<file path="src/hdl/crt_pkg.sv">
`timescale 1ns / 1ps
// ----------------------------------------------------------------------------
// crt_pkg
// Shared codes, field widths and reset values of the confirmable message
// retransmitter.
// ----------------------------------------------------------------------------
package crt_pkg;

  // field widths of the channels
  localparam int unsigned OP_W       = 2;
  localparam int unsigned MSG_ID_W   = 16;
  localparam int unsigned EVT_W      = 3;
  localparam int unsigned RETRY_W    = 4;
  localparam int unsigned CNT_W      = 32;
  localparam int unsigned CFG_IDX_W  = 3;
  localparam int unsigned CFG_DATA_W = 24;

  // configuration register widths
  localparam int unsigned ACK_TO_W   = 24;
  localparam int unsigned FACTOR_W   = 6;
  localparam int unsigned LFSR_W     = 16;

  // timeout draw datapath widths
  localparam int unsigned MUL_A_W    = 28;
  localparam int unsigned MUL_B_W    = 16;
  localparam int unsigned PROD_W     = MUL_A_W + MUL_B_W;
  localparam int unsigned HI_W       = 27;
  localparam int unsigned HI_LSB     = 3;
  localparam int unsigned SCALE_LSB  = 16;
  localparam int unsigned DRAW_W     = 29;
  localparam int unsigned WIDE_W     = 64;

  // galois feedback mask
  localparam logic [LFSR_W-1:0] LFSR_MASK = 16'hB400;

  // register reset values
  localparam logic [ACK_TO_W-1:0] ACK_TO_RST   = 24'd2000;
  localparam logic [FACTOR_W-1:0] FACTOR_RST   = 6'd12;
  localparam logic [RETRY_W-1:0]  MAX_RETX_RST = 4'd4;
  localparam logic [MSG_ID_W-1:0] START_ID_RST = 16'd0;
  localparam logic [LFSR_W-1:0]   SEED_RST     = 16'd44257;

  typedef enum logic [OP_W-1:0] {
    OP_START = 2'd0,
    OP_TICK  = 2'd1,
    OP_ACK   = 2'd2,
    OP_OTHER = 2'd3
  } op_e;

  typedef enum logic [EVT_W-1:0] {
    EV_NONE     = 3'd0,
    EV_FIRST    = 3'd1,
    EV_RETX     = 3'd2,
    EV_GAVE_UP  = 3'd3,
    EV_ACKED    = 3'd4,
    EV_WRONG_ID = 3'd5,
    EV_NOT_ACK  = 3'd6
  } evt_e;

  typedef enum logic [CFG_IDX_W-1:0] {
    CFG_ACK_TIMEOUT = 3'd0,
    CFG_FACTOR      = 3'd1,
    CFG_MAX_RETX    = 3'd2,
    CFG_START_ID    = 3'd3,
    CFG_LFSR_SEED   = 3'd4
  } cfg_idx_e;

endpackage

</file>
<file path="src/hdl/crt_if.sv">
`timescale 1ns / 1ps
// ----------------------------------------------------------------------------
// crt_if
// Handshake channels of the retransmitter: event input, result output and
// configuration write.
// ----------------------------------------------------------------------------

// event input channel
interface crt_in_if;
  logic                        valid;
  logic                        ready;
  logic [crt_pkg::OP_W-1:0]     op;
  logic [crt_pkg::MSG_ID_W-1:0] ack_id;

  modport source (output valid, output op, output ack_id, input ready);
  modport sink   (input valid, input op, input ack_id, output ready);
endinterface

// result output channel
interface crt_out_if;
  logic                        valid;
  logic                        ready;
  logic                        send_con;
  logic [crt_pkg::MSG_ID_W-1:0] message_id;
  logic [crt_pkg::EVT_W-1:0]    event_code;
  logic [crt_pkg::RETRY_W-1:0]  retry_count;
  logic [crt_pkg::CNT_W-1:0]    timeout_ticks;
  logic [crt_pkg::CNT_W-1:0]    rtt_ticks;
  logic [crt_pkg::CNT_W-1:0]    sent_total;
  logic [crt_pkg::CNT_W-1:0]    ack_total;

  modport source (output valid, output send_con, output message_id, output event_code,
                  output retry_count, output timeout_ticks, output rtt_ticks,
                  output sent_total, output ack_total, input ready);
  modport sink   (input valid, input send_con, input message_id, input event_code,
                  input retry_count, input timeout_ticks, input rtt_ticks,
                  input sent_total, input ack_total, output ready);
endinterface

// configuration write channel
interface crt_cfg_if;
  logic                          valid;
  logic                          ready;
  logic [crt_pkg::CFG_IDX_W-1:0]  index;
  logic [crt_pkg::CFG_DATA_W-1:0] data;

  modport source (output valid, output index, output data, input ready);
  modport sink   (input valid, input index, input data, output ready);
endinterface

</file>
<file path="src/hdl/coap_confirmable_retransmitter.sv">
`timescale 1ns / 1ps
// ----------------------------------------------------------------------------
// coap_confirmable_retransmitter
// Sender side of confirmable messaging with randomised exponential backoff.
// A small sequencer reuses one 28x16 multiplier for the timeout draw.
// ----------------------------------------------------------------------------
//
//  channel  dir  payload                                           beat when
//  in_i     in   op, ack_id                                        valid & ready
//  out_o    out  send_con, message_id, event_code, retry_count,    valid & ready
//                timeout_ticks, rtt_ticks, sent_total, ack_total
//  cfg_i    in   index, data                                       valid & ready
//
//  result valid after S_EXEC, or after S_EXEC, S_MUL1, S_MUL2 and S_ARM when a new
//  message ID draws a timeout (two passes through the shared multiplier)
//  one event at a time: in_i is ready only while the sequencer is idle
//  the result is held on out_o until taken; a stalled output holds the block
//  reset is asynchronous and needs no clearing pass; cfg_i is always ready
//
module coap_confirmable_retransmitter #(
  parameter int unsigned TIMER_WIDTH = 32,
  parameter int unsigned ID_WIDTH    = 16
) (
  input  logic       clk_i,
  input  logic       rst_ni,
  crt_in_if.sink     in_i,
  crt_out_if.source  out_o,
  crt_cfg_if.sink    cfg_i
);

  typedef enum logic [5:0] {
    S_IDLE = 6'b000001,
    S_EXEC = 6'b000010,
    S_MUL1 = 6'b000100,
    S_MUL2 = 6'b001000,
    S_ARM  = 6'b010000,
    S_OUT  = 6'b100000
  } state_e;

  state_e state_q;

  // configuration registers
  logic [crt_pkg::ACK_TO_W-1:0] ack_to_q;
  logic [crt_pkg::FACTOR_W-1:0] factor_q;
  logic [crt_pkg::RETRY_W-1:0]  max_retx_q;

  // protocol state
  logic                         running_q;
  logic [ID_WIDTH-1:0]          current_id_q;
  logic [crt_pkg::RETRY_W-1:0]  retries_q;
  logic [TIMER_WIDTH-1:0]       timeout_q;
  logic [TIMER_WIDTH-1:0]       countdown_q;
  logic                         armed_q;
  logic [TIMER_WIDTH-1:0]       elapsed_q;
  logic [crt_pkg::CNT_W-1:0]    sent_q;
  logic [crt_pkg::CNT_W-1:0]    acked_q;
  logic [crt_pkg::LFSR_W-1:0]   lfsr_q;

  // captured beat and result payload
  crt_pkg::op_e                 op_q;
  logic [crt_pkg::MSG_ID_W-1:0] ack_id_q;
  logic                         send_q;
  crt_pkg::evt_e                evt_q;
  logic [TIMER_WIDTH-1:0]       rtt_q;
  logic [crt_pkg::PROD_W-1:0]   prod_q;

  logic in_beat;
  logic out_beat;
  logic cfg_beat;

  assign in_i.ready  = (state_q == S_IDLE);
  assign cfg_i.ready = 1'b1;
  assign out_o.valid = (state_q == S_OUT);
  assign in_beat  = in_i.valid & in_i.ready;
  assign out_beat = out_o.valid & out_o.ready;
  assign cfg_beat = cfg_i.valid & cfg_i.ready;

  // helper values for the event step
  logic [TIMER_WIDTH-1:0]         doubled;
  logic [TIMER_WIDTH-1:0]         elapsed_inc;
  logic [crt_pkg::RETRY_W:0]      retry_next;
  logic [ID_WIDTH-1:0]            id_inc;
  logic [ID_WIDTH-1:0]            ack_id_cmp;
  logic [crt_pkg::LFSR_W-1:0]     lfsr_fix;
  logic [crt_pkg::LFSR_W-1:0]     lfsr_step;

  always_comb begin
    doubled     = timeout_q[TIMER_WIDTH-1] ? '1 : {timeout_q[TIMER_WIDTH-2:0], 1'b0};
    elapsed_inc = (&elapsed_q) ? elapsed_q : elapsed_q + 1'b1;
    retry_next  = {1'b0, retries_q} + 1'b1;
    id_inc      = current_id_q + 1'b1;
    ack_id_cmp  = ID_WIDTH'(ack_id_q);
    lfsr_fix    = (lfsr_q == '0) ? crt_pkg::LFSR_W'(1) : lfsr_q;
    lfsr_step   = lfsr_fix[0] ? ((lfsr_fix >> 1) ^ crt_pkg::LFSR_MASK) : (lfsr_fix >> 1);
  end

  // shared multiplier: scale of the upper bound, then the random pick
  logic [crt_pkg::MUL_A_W-1:0] mul_a;
  logic [crt_pkg::MUL_B_W-1:0] mul_b;
  logic [crt_pkg::PROD_W-1:0]  prod_d;
  logic [crt_pkg::HI_W-1:0]    hi_raw;
  logic [crt_pkg::HI_W-1:0]    hi_clamp;
  logic [crt_pkg::MUL_A_W-1:0] span;
  logic [crt_pkg::DRAW_W-1:0]  draw_sum;
  logic [TIMER_WIDTH-1:0]      draw_tmr;

  always_comb begin
    hi_raw   = prod_q[crt_pkg::HI_LSB +: crt_pkg::HI_W];
    hi_clamp = (hi_raw < crt_pkg::HI_W'(ack_to_q)) ? crt_pkg::HI_W'(ack_to_q) : hi_raw;
    span     = crt_pkg::MUL_A_W'(hi_clamp) - crt_pkg::MUL_A_W'(ack_to_q) + 1'b1;
    draw_sum = crt_pkg::DRAW_W'(ack_to_q)
             + crt_pkg::DRAW_W'(prod_q[crt_pkg::PROD_W-1:crt_pkg::SCALE_LSB]);
    draw_tmr = (crt_pkg::WIDE_W'(draw_sum) > crt_pkg::WIDE_W'({TIMER_WIDTH{1'b1}}))
             ? '1 : TIMER_WIDTH'(draw_sum);
    unique case (state_q)
      S_MUL1: begin
        mul_a = crt_pkg::MUL_A_W'(ack_to_q);
        mul_b = crt_pkg::MUL_B_W'(factor_q);
      end
      S_MUL2: begin
        mul_a = span;
        mul_b = lfsr_q;
      end
      default: begin
        mul_a = '0;
        mul_b = '0;
      end
    endcase
    prod_d = crt_pkg::PROD_W'(mul_a) * crt_pkg::PROD_W'(mul_b);
  end

  // payload registers: captured beat, product and result fields
  always_ff @(posedge clk_i) begin
    if (in_beat) begin
      op_q     <= crt_pkg::op_e'(in_i.op);
      ack_id_q <= in_i.ack_id;
    end
    if (state_q == S_MUL1 || state_q == S_MUL2) begin
      prod_q <= prod_d;
    end
    if (state_q == S_EXEC) begin
      send_q <= 1'b0;
      evt_q  <= crt_pkg::EV_NONE;
      rtt_q  <= '0;
      unique case (op_q)
        crt_pkg::OP_START: begin
          if (!running_q) begin
            send_q <= 1'b1;
            evt_q  <= crt_pkg::EV_FIRST;
          end
        end
        crt_pkg::OP_TICK: begin
          if (running_q && armed_q && countdown_q <= TIMER_WIDTH'(1)) begin
            send_q <= 1'b1;
            evt_q  <= (retry_next <= {1'b0, max_retx_q}) ? crt_pkg::EV_RETX
                                                          : crt_pkg::EV_GAVE_UP;
          end
        end
        crt_pkg::OP_ACK: begin
          if (running_q) begin
            send_q <= 1'b1;
            if (ack_id_cmp == current_id_q) begin
              evt_q <= crt_pkg::EV_ACKED;
              rtt_q <= elapsed_q;
            end else begin
              evt_q <= crt_pkg::EV_WRONG_ID;
            end
          end
        end
        crt_pkg::OP_OTHER: begin
          evt_q <= crt_pkg::EV_NOT_ACK;
        end
      endcase
    end
  end

  // sequencer, configuration and protocol state
  always_ff @(posedge clk_i or negedge rst_ni) begin
    if (!rst_ni) begin
      state_q      <= S_IDLE;
      ack_to_q     <= crt_pkg::ACK_TO_RST;
      factor_q     <= crt_pkg::FACTOR_RST;
      max_retx_q   <= crt_pkg::MAX_RETX_RST;
      running_q    <= 1'b0;
      current_id_q <= ID_WIDTH'(crt_pkg::START_ID_RST);
      retries_q    <= '0;
      timeout_q    <= '0;
      countdown_q  <= '0;
      armed_q      <= 1'b0;
      elapsed_q    <= '0;
      sent_q       <= '0;
      acked_q      <= '0;
      lfsr_q       <= crt_pkg::SEED_RST;
    end else begin
      // register writes, expected only between events
      if (cfg_beat) begin
        unique case (cfg_i.index)
          crt_pkg::CFG_ACK_TIMEOUT: ack_to_q   <= cfg_i.data[crt_pkg::ACK_TO_W-1:0];
          crt_pkg::CFG_FACTOR:      factor_q   <= cfg_i.data[crt_pkg::FACTOR_W-1:0];
          crt_pkg::CFG_MAX_RETX:    max_retx_q <= cfg_i.data[crt_pkg::RETRY_W-1:0];
          crt_pkg::CFG_START_ID: begin
            if (!running_q) begin
              current_id_q <= ID_WIDTH'(cfg_i.data[crt_pkg::MSG_ID_W-1:0]);
            end
          end
          crt_pkg::CFG_LFSR_SEED:   lfsr_q     <= cfg_i.data[crt_pkg::LFSR_W-1:0];
          default: ;
        endcase
      end

      unique case (state_q)
        S_IDLE: begin
          if (in_beat) state_q <= S_EXEC;
        end
        S_EXEC: begin
          state_q <= S_OUT;
          unique case (op_q)
            crt_pkg::OP_START: begin
              if (!running_q) begin
                running_q <= 1'b1;
                sent_q    <= sent_q + 1'b1;
                elapsed_q <= '0;
                retries_q <= '0;
                state_q   <= S_MUL1;
              end
            end
            crt_pkg::OP_TICK: begin
              if (running_q && armed_q) begin
                elapsed_q <= elapsed_inc;
                if (countdown_q <= TIMER_WIDTH'(1)) begin
                  sent_q <= sent_q + 1'b1;
                  if (retry_next <= {1'b0, max_retx_q}) begin
                    retries_q   <= retry_next[crt_pkg::RETRY_W-1:0];
                    timeout_q   <= doubled;
                    countdown_q <= doubled;
                  end else begin
                    current_id_q <= id_inc;
                    elapsed_q    <= '0;
                    retries_q    <= '0;
                    state_q      <= S_MUL1;
                  end
                end else begin
                  countdown_q <= countdown_q - 1'b1;
                end
              end
            end
            crt_pkg::OP_ACK: begin
              if (running_q) begin
                sent_q <= sent_q + 1'b1;
                if (ack_id_cmp == current_id_q) begin
                  acked_q      <= acked_q + 1'b1;
                  current_id_q <= id_inc;
                  elapsed_q    <= '0;
                  retries_q    <= '0;
                  state_q      <= S_MUL1;
                end else begin
                  timeout_q   <= doubled;
                  countdown_q <= doubled;
                  armed_q     <= 1'b1;
                end
              end
            end
            crt_pkg::OP_OTHER: ;
          endcase
        end
        // step the generator while the upper bound is scaled
        S_MUL1: begin
          lfsr_q  <= lfsr_step;
          state_q <= S_MUL2;
        end
        S_MUL2: begin
          state_q <= S_ARM;
        end
        S_ARM: begin
          timeout_q   <= draw_tmr;
          countdown_q <= draw_tmr;
          armed_q     <= 1'b1;
          state_q     <= S_OUT;
        end
        S_OUT: begin
          if (out_beat) state_q <= S_IDLE;
        end
        default: state_q <= S_IDLE;
      endcase
    end
  end

  // result fields straight from the state registers
  assign out_o.send_con      = send_q;
  assign out_o.message_id    = crt_pkg::MSG_ID_W'(current_id_q);
  assign out_o.event_code    = evt_q;
  assign out_o.retry_count   = retries_q;
  assign out_o.timeout_ticks = crt_pkg::CNT_W'(timeout_q);
  assign out_o.rtt_ticks     = crt_pkg::CNT_W'(rtt_q);
  assign out_o.sent_total    = sent_q;
  assign out_o.ack_total     = acked_q;

  // the sent counter only moves while an event is evaluated
  a_sent_in_exec: assert property (@(posedge clk_i) disable iff (!rst_ni)
    !$stable(sent_q) |-> $past(state_q == S_EXEC))
    else $error("sent counter changed outside event evaluation");

  // arming loads countdown and timeout together
  a_arm_load: assert property (@(posedge clk_i) disable iff (!rst_ni)
    (state_q == S_ARM) |=> (armed_q && countdown_q == timeout_q))
    else $error("timer not armed consistently");

  // a sent message carries a sending event code
  a_send_code: assert property (@(posedge clk_i) disable iff (!rst_ni)
    (out_o.valid && out_o.send_con) |->
      (evt_q != crt_pkg::EV_NONE && evt_q != crt_pkg::EV_NOT_ACK))
    else $error("send flagged with non-sending event");

  // input and output are never open in the same cycle
  a_one_item: assert property (@(posedge clk_i) disable iff (!rst_ni)
    !(in_i.ready && out_o.valid))
    else $error("input taken while a result is pending");

endmodule

</file>
<file path="src/flat_wrapper.sv">
// flat-port wrapper written by rule: the top's interface ports become plain ports
module coap_confirmable_retransmitter_flat 
#(
  parameter int unsigned TIMER_WIDTH = 32,
  parameter int unsigned ID_WIDTH    = 16
)
  (clk_i, rst_ni, in_i_valid, in_i_op, in_i_ack_id, in_i_ready, out_o_valid, out_o_send_con, out_o_message_id, out_o_event_code, out_o_retry_count, out_o_timeout_ticks, out_o_rtt_ticks, out_o_sent_total, out_o_ack_total, out_o_ready, cfg_i_valid, cfg_i_index, cfg_i_data, cfg_i_ready);
  crt_in_if in_i_i ();
  crt_out_if out_o_i ();
  crt_cfg_if cfg_i_i ();
  input  logic clk_i;
  input  logic rst_ni;
  input wire logic [$bits(in_i_i.valid)-1:0] in_i_valid;
  input wire logic [$bits(in_i_i.op)-1:0] in_i_op;
  input wire logic [$bits(in_i_i.ack_id)-1:0] in_i_ack_id;
  output wire logic [$bits(in_i_i.ready)-1:0] in_i_ready;
  output wire logic [$bits(out_o_i.valid)-1:0] out_o_valid;
  output wire logic [$bits(out_o_i.send_con)-1:0] out_o_send_con;
  output wire logic [$bits(out_o_i.message_id)-1:0] out_o_message_id;
  output wire logic [$bits(out_o_i.event_code)-1:0] out_o_event_code;
  output wire logic [$bits(out_o_i.retry_count)-1:0] out_o_retry_count;
  output wire logic [$bits(out_o_i.timeout_ticks)-1:0] out_o_timeout_ticks;
  output wire logic [$bits(out_o_i.rtt_ticks)-1:0] out_o_rtt_ticks;
  output wire logic [$bits(out_o_i.sent_total)-1:0] out_o_sent_total;
  output wire logic [$bits(out_o_i.ack_total)-1:0] out_o_ack_total;
  input wire logic [$bits(out_o_i.ready)-1:0] out_o_ready;
  input wire logic [$bits(cfg_i_i.valid)-1:0] cfg_i_valid;
  input wire logic [$bits(cfg_i_i.index)-1:0] cfg_i_index;
  input wire logic [$bits(cfg_i_i.data)-1:0] cfg_i_data;
  output wire logic [$bits(cfg_i_i.ready)-1:0] cfg_i_ready;
  assign in_i_i.valid = in_i_valid;
  assign in_i_i.op = in_i_op;
  assign in_i_i.ack_id = in_i_ack_id;
  assign in_i_ready = in_i_i.ready;
  assign out_o_valid = out_o_i.valid;
  assign out_o_send_con = out_o_i.send_con;
  assign out_o_message_id = out_o_i.message_id;
  assign out_o_event_code = out_o_i.event_code;
  assign out_o_retry_count = out_o_i.retry_count;
  assign out_o_timeout_ticks = out_o_i.timeout_ticks;
  assign out_o_rtt_ticks = out_o_i.rtt_ticks;
  assign out_o_sent_total = out_o_i.sent_total;
  assign out_o_ack_total = out_o_i.ack_total;
  assign out_o_i.ready = out_o_ready;
  assign cfg_i_i.valid = cfg_i_valid;
  assign cfg_i_i.index = cfg_i_index;
  assign cfg_i_i.data = cfg_i_data;
  assign cfg_i_ready = cfg_i_i.ready;
  coap_confirmable_retransmitter #(.TIMER_WIDTH(TIMER_WIDTH), .ID_WIDTH(ID_WIDTH)) u_core (.clk_i(clk_i), .rst_ni(rst_ni), .in_i(in_i_i), .out_o(out_o_i), .cfg_i(cfg_i_i));
endmodule
</file>
<file path="config.mk">
export PLATFORM = sky130hd
export DESIGN_NAME = coap_confirmable_retransmitter_flat
export DESIGN_NICKNAME = d
export VERILOG_FILES = /design/src/hdl/crt_pkg.sv /design/src/hdl/crt_if.sv /design/src/hdl/coap_confirmable_retransmitter.sv /design/src/flat_wrapper.sv
export SDC_FILE = /design/constraint.sdc
export NUM_CORES = 2
export LEC_CHECK = 0
export BUFFER_PORTS_ARGS = -buffer_cell sky130_fd_sc_hd__buf_2
export CORE_MARGIN = 2
export CORE_UTILIZATION = 45
export DETAILED_ROUTE_END_ITERATION = 7
export HOLD_SLACK_MARGIN = 0.03
export SLEW_MARGIN = 20
export SYNTH_ARGS = -nofsm -noshare
export SYNTH_HDL_FRONTEND = slang
export SYNTH_SLANG_ARGS = --single-unit
</file>
<file path="constraint.sdc">
create_clock -name clk_i -period 14.1 [get_ports clk_i]
set_clock_uncertainty 0.15 [all_clocks]
set_input_delay 0.705 -clock clk_i [delete_from_list [all_inputs] [get_ports clk_i]]
set_output_delay 0.705 -clock clk_i [all_outputs]
set_load 0.01 [all_outputs]
</file>
# Word level (Yosys, flattened, before mapping)
# Index checks and enable logic that the tools add are counted.
[word_totals]
regBits = 336
input_bits = 50
[op_classes]
n_addsub = 9
mul = 1
magnitude_cmp = 3
n_eq_ne = 31
mux = 74
n_bitwise = 3
n_reduce_logical = 25
[op_table]
columns = ["cell", "count"]
rows = [
  ["$mux W32", 19],
  ["$pmux W32 S2", 4],
  ["$mux W16", 14],
  ["$pmux W32 S3", 2],
  ["$add A32 B1 Y32 const B", 3],
  ["$pmux W16 S2", 2],
  ["$pmux W28 S2", 1],
  ["$mux W6", 8],
  ["$mul A28 B16 Y44", 1],
  ["$pmux W6 S6", 1],
  ["$le A32 B1 Y1 const B", 1],
  ["$reduce_and A32 Y1", 1],
  ["$sub A32 B1 Y32 const B", 1],
  ["$add A24 B28 Y29", 1],
  ["$add A28 B1 Y28 const B", 1],
  ["$sub A27 B24 Y28", 1],
  ["$lt A27 B24 Y1", 1],
  ["$mux W27", 1],
  ["$mux W4", 6],
  ["$pmux W6 S3", 1],
  ["$reduce_and A6 Y1", 3],
  ["$add A16 B1 Y16 const B", 1],
  ["$eq A16 B16 Y1", 1],
  ["$logic_not A16 Y1", 1],
  ["36 further kinds", 70],
]

# Logic depth before layout (Yosys ltp)
[depth]
ltp_word = 8
mapped_depth = 47
mapped_depth_nobuf = 45

# Worst setup path before layout
# No wires, ideal clock.
[synth_path]
path_type = "reg-to-reg"
startpoint = "reg u_core.ack_to_q[4] (netlist name)"
endpoint = "reg u_core.prod_q[36] (netlist name) (data pin)"
setup_ps = 260
t_arrival_ps = 10861
setup_slack_ps = 2829
stages_incl_launch_ff = 45
period_less_slack_ps = 11271
path_cell_list = "dfstp_2 -> inv_1 -> ha_1 -> a21o_1 -> a21o_1 -> a21oi_1 -> o221ai_1 -> a21o_1 -> a211oi_1 -> or4_1 -> a21oi_1 -> clkbuf_1 -> mux2_2 -> ha_1 -> ha_1 -> fa_1 -> a21o_1 -> a311o_1 -> [9 not listed] -> fa_1 -> fa_1 -> inv_1 -> fa_1 -> fa_1 -> inv_1 -> fa_1 -> inv_1 -> ha_1 -> a21o_1 -> a21oi_1 -> o21ai_0 -> o21ai_0 -> o21ai_0 -> a21boi_0 -> o21bai_1 -> a21oi_1 -> xnor2_1"
[synth_via]
elab_chain_cells = 6
[synth_lines]
columns = ["element", "line_no", "rtl"]
rows = [
  ["from (decl)", "coap_confirmable_retransmitter.sv:43", "logic [crt_pkg::ACK_TO_W-1:0] ack_to_q;"],
  ["from (signal assigned)", "coap_confirmable_retransmitter.sv:181", "ack_to_q <= crt_pkg::ACK_TO_RST;"],
  ["from (signal assigned)", "coap_confirmable_retransmitter.sv:198", "crt_pkg::CFG_ACK_TIMEOUT: ack_to_q <= cfg_i.data[crt_pkg::ACK_TO_W-1:0];"],
  ["$lt A27 B24 Y1", "coap_confirmable_retransmitter.sv:109", "hi_clamp = (hi_raw < crt_pkg::HI_W'(ack_to_q)) ? crt_pkg::HI_W'(ack_to_q) : hi_raw;"],
  ["$mux W27", "coap_confirmable_retransmitter.sv:109", ""],
  ["$sub A27 B24 Y28", "coap_confirmable_retransmitter.sv:110", "span = crt_pkg::MUL_A_W'(hi_clamp) - crt_pkg::MUL_A_W'(ack_to_q) + 1'b1;"],
  ["$add A28 B1 Y28", "coap_confirmable_retransmitter.sv:110", ""],
  ["$pmux W28 S2 *", "coap_confirmable_retransmitter.sv:115", "unique case (state_q)"],
  ["$mul A28 B16 Y44 *", "coap_confirmable_retransmitter.sv:129", "prod_d = crt_pkg::PROD_W'(mul_a) * crt_pkg::PROD_W'(mul_b);"],
  ["named net u_core.prod_d (one bit)", "coap_confirmable_retransmitter.sv:100", "logic [crt_pkg::PROD_W-1:0] prod_d;"],
  ["to (signal assigned)", "coap_confirmable_retransmitter.sv:139", "prod_q <= prod_d;"],
  ["to (decl)", "coap_confirmable_retransmitter.sv:65", "logic [crt_pkg::PROD_W-1:0] prod_q;"],
]
# Mark *: on every way through the listed nets, which the timed path passes. The rest lies on a longest branch.
# A chain may end at the register's enable or synchronous reset.

# Worst setup path after layout
[layout_path]
startpoint = "reg u_core.ack_to_q[20] (netlist name)"
endpoint = "reg u_core.prod_q[42] (netlist name) (data pin)"
# Same word-level chain as after synthesis.

==> flow_metrics.py <==
metrics = {
    "cts": {
        "root_buffer": "clkbuf_16",
        "clockBufferDepth": 3,
        "cts.htree.levels": 2,
        "cts-resized-gates": 0,
        "clk_latency_ns": 0.55,
        "cts_sinks": 333,
        "cts_tree": "built",
        "cts_hold_buf": 0,
        "cts_buffers": 36,
        "cts.clk_slew.worst_paths_ns": 0.06,
        "cts_setup_buffers": 0,
    },
    "outcome": {
        "status": "finished clean",
    },
    "detailed_routing": {
        "avgRoutedWirePerCell_um": 20.5,
        "wl_mm": 98.4,
        "first_pass_iters": 5,
        "vias_per_cell": 5.55,
        "drc": 0,
        "dr_total_vias": 26700,
        "ant_nets": 0,
        "drt_iter0_drc": 1893,
    },
    "synth": {
        "syn-cell-area_um2": 33400,
        "syn_nets": 4322,
        "synth-seq-cells": 333,
        "synth_edf_count": 95,
        "syn_avg_cell_area_um2": 9.06,
        "async_reset_ff_frac": 0.715,
        "synth_flop_cell": "dfrtp_1",
        "yosysWarnings": 0,
        "synth_cells": 3681,
        "synth_cell_types": 84,
        "ys_seq_area_frac": 0.265,
    },
    "sta": {
        "setup_viol": 0,
        "hold_viol": 0,
        "fin_crit_sh": 0.917,
        "period_needed_ns": 12.93,
        "setup-tns-final_ns": 0,
        "rsz0062_at_grt": "false",
        "worst_pin_slew_ns": 1.22,
        "fmax_ghz": 0.0774,
        "timing.hold.ws_ns": 0.0244,
        "slew_viol_final": 0,
        "slew_headroom": 0.185,
    },
    "layout": {
        "nNetsFinal": 4462,
        "seqCellArea_um2": 8830,
        "fin_cells": 4809,
        "multi_input_area_um2": 22200,
        "num-fill-cells": 6994,
        "final_common_cell": "nand2_1",
        "layout_common_cells": "508 x nand2_1, 480 x inv_1, 364 x fa_1",
        "drive_gt1_frac": 0.104,
        "synthToLayoutAreaGrowth_pct": 10.1,
    },
    "floorplanning": {
        "die_y_um": 276,
        "die_area_um2": 76300,
        "die_w_um": 276,
        "start_util": 0.456,
        "rows": 99,
        "io_pins": 205,
        "core_um2": 73200,
    },
    "placement": {
        "place_hpwl_mm": 76.9,
        "gp_congestion": 0.932,
        "io_buffers": 203,
        "dp_cells": 4739,
    },
    "worst_setup_path": {
        "r2r_start": "u_core.ack_to_q[20]",
        "end_kind": "flip-flop",
        "arrival_ns": 13.07,
        "cp_slowest_cell": "a22oi_1",
        "critical_path.max_stage_delay_ns": 0.97,
        "cp_common_cell": "fa_1",
        "crit_type": "reg2reg",
        "cp_data_required_time_ns": 14.25,
        "cp_max_fo": 11,
        "critical_path_buf_inv_count": 5,
        "cp_top_family": "compound AO/OA/AOI/OAI gates",
        "worst_setup_path_start_kind": "flip-flop",
        "crit_path_start": "u_core.ack_to_q[20]",
    },
    "power": {
        "p_leak_nw": 17.3,
        "p_per_area_nw_per_um2": 94.4,
        "vdd_drop_max_v": 0.0000773,
    },
    "grt": {
        "grt_pass1_wl_mm": 155,
        "first_global_vias": 26600,
        "grt_max_degree": 147,
        "antenna_found_initial": 4,
        "grt-ovfl-total": 0,
        "grt_usage": 0.258,
    },
    "min_path": {
        "hold_path.class": "in2async",
    },
    "flow_run": {
        "maxCapViolations": 0,
    },
}
cells in the mapped netlist, types with 67 or more instances:
master,number,share of area
edfxtp_1,95,0.086
and2_1,67,0.013
dfrtp_1,220,0.17
clkbuf_1,131,0.015
nand2_1,508,0.057
inv_1,482,0.054
xor2_1,87,0.023
ha_1,227,0.085
a21oi_1,160,0.024
nor2_1,318,0.036
fa_1,364,0.22
o21ai_0,185,0.028
nor3_1,72,0.011
nand3_1,73,0.011
xnor2_1,130,0.034
path summary, 6_finish.rpt:
kind | to | slack (ns) | depth (start not counted)
setup reg to reg | u_core.prod_q[42] | 1.17 | 41
max in group asynchronous | u_core.lfsr_q[12] | 12.45 | 2
min in group clk_i | u_core.ack_id_cmp[5] | 0.20 | 1
hold / removal | u_core.out_o.sent_total[26] | 0.02 | 1
setup / recovery | u_core.prod_q[42] | 1.17 | 41
hold reg to reg | u_core.out_o.ack_total[31] | 0.31 | 1
area by class of cell:
cell class	instances	share of cell area
clock buffers	50	0.0300
clock inverters	16	0.00617
repair buffers	245	0.0369
inverters	482	0.0493
multi-input cells	2723	0.604
well taps	959	0.0327
flip-flops and latches	333	0.241
diodes	1	0.0000682
where the power goes:
part	switching [mW]	internal (mW)
clock	0.415	0.642
sequential	0.208	1.15
combinational	0.638	0.411
metrics by stage:
stage / area, um^2 / power [mW] / util / setup WS (ns)
after global placement: 35400 / 2.41 / 0.483 / 1.45
final: 36700 / 3.47 / 0.501 / 1.17
after floorplan: 33400 / 2.04 / - / 2.83
after global routing: 36700 / 3.67 / 0.501 / 0.578
after detailed placement: 35400 / 2.41 / 0.483 / 1.42
after CTS: 36700 / 3.48 / 0.501 / 1.38
cells by family (layout without fill, tap and decap cells):
logic type      after synthesis  in the layout  share of synthesized area
compound gates              606            606                      0.113
xor+xnor                    218            218                     0.0575
fa+ha+maj                   591            591                      0.304
buf+inv                     625            793                     0.0711
flops                       333            333                      0.265
mux                          59             59                     0.0189
other cells                   1              2                   0.000112
simple gates               1248           1248                      0.171
sequential cells by signal (all words and copies together) (netlist names), 4 cells and up:
name                        cells
u_core.state_q                  6
u_core.factor_q                 6
u_core.ack_id_cmp              16
u_core.out_o.message_id        16
u_core.out_o.ack_total         32
u_core.out_o.rtt_ticks         32
u_core.countdown_q             32
u_core.ack_to_q                24
u_core.out_o.timeout_ticks     32
u_core.lfsr_q                  16
u_core.max_retx_q               4
u_core.out_o.retry_count        4
u_core.out_o.sent_total        32
u_core.elapsed_q               32
u_core.prod_q                  41
per-layer routing:
metal | track usage | vias up | share of wire | wire, um
met5 | 0 | - | 0.00013 | 13
met4 | 0.0654 | 2 | 0.024 | 2380
met3 | 0.0270 | 121 | 0.056 | 5550
met2 | 0.438 | 813 | 0.49 | 47900
met1 | 0.354 | 13400 | 0.43 | 42500
li1 | - | 12400 | - | -
worst reg2reg max path, delay by kind of cell (launching register included):
family	cells	cell delay [ns]
flops	1	0.68
fa+ha+maj	11	4.82
xor+xnor	2	0.32
simple gates	4	0.43
buf+inv	5	0.40
compound gates	18	5.52
mux	1	0.33
Power figures use the tool's default switching activity.
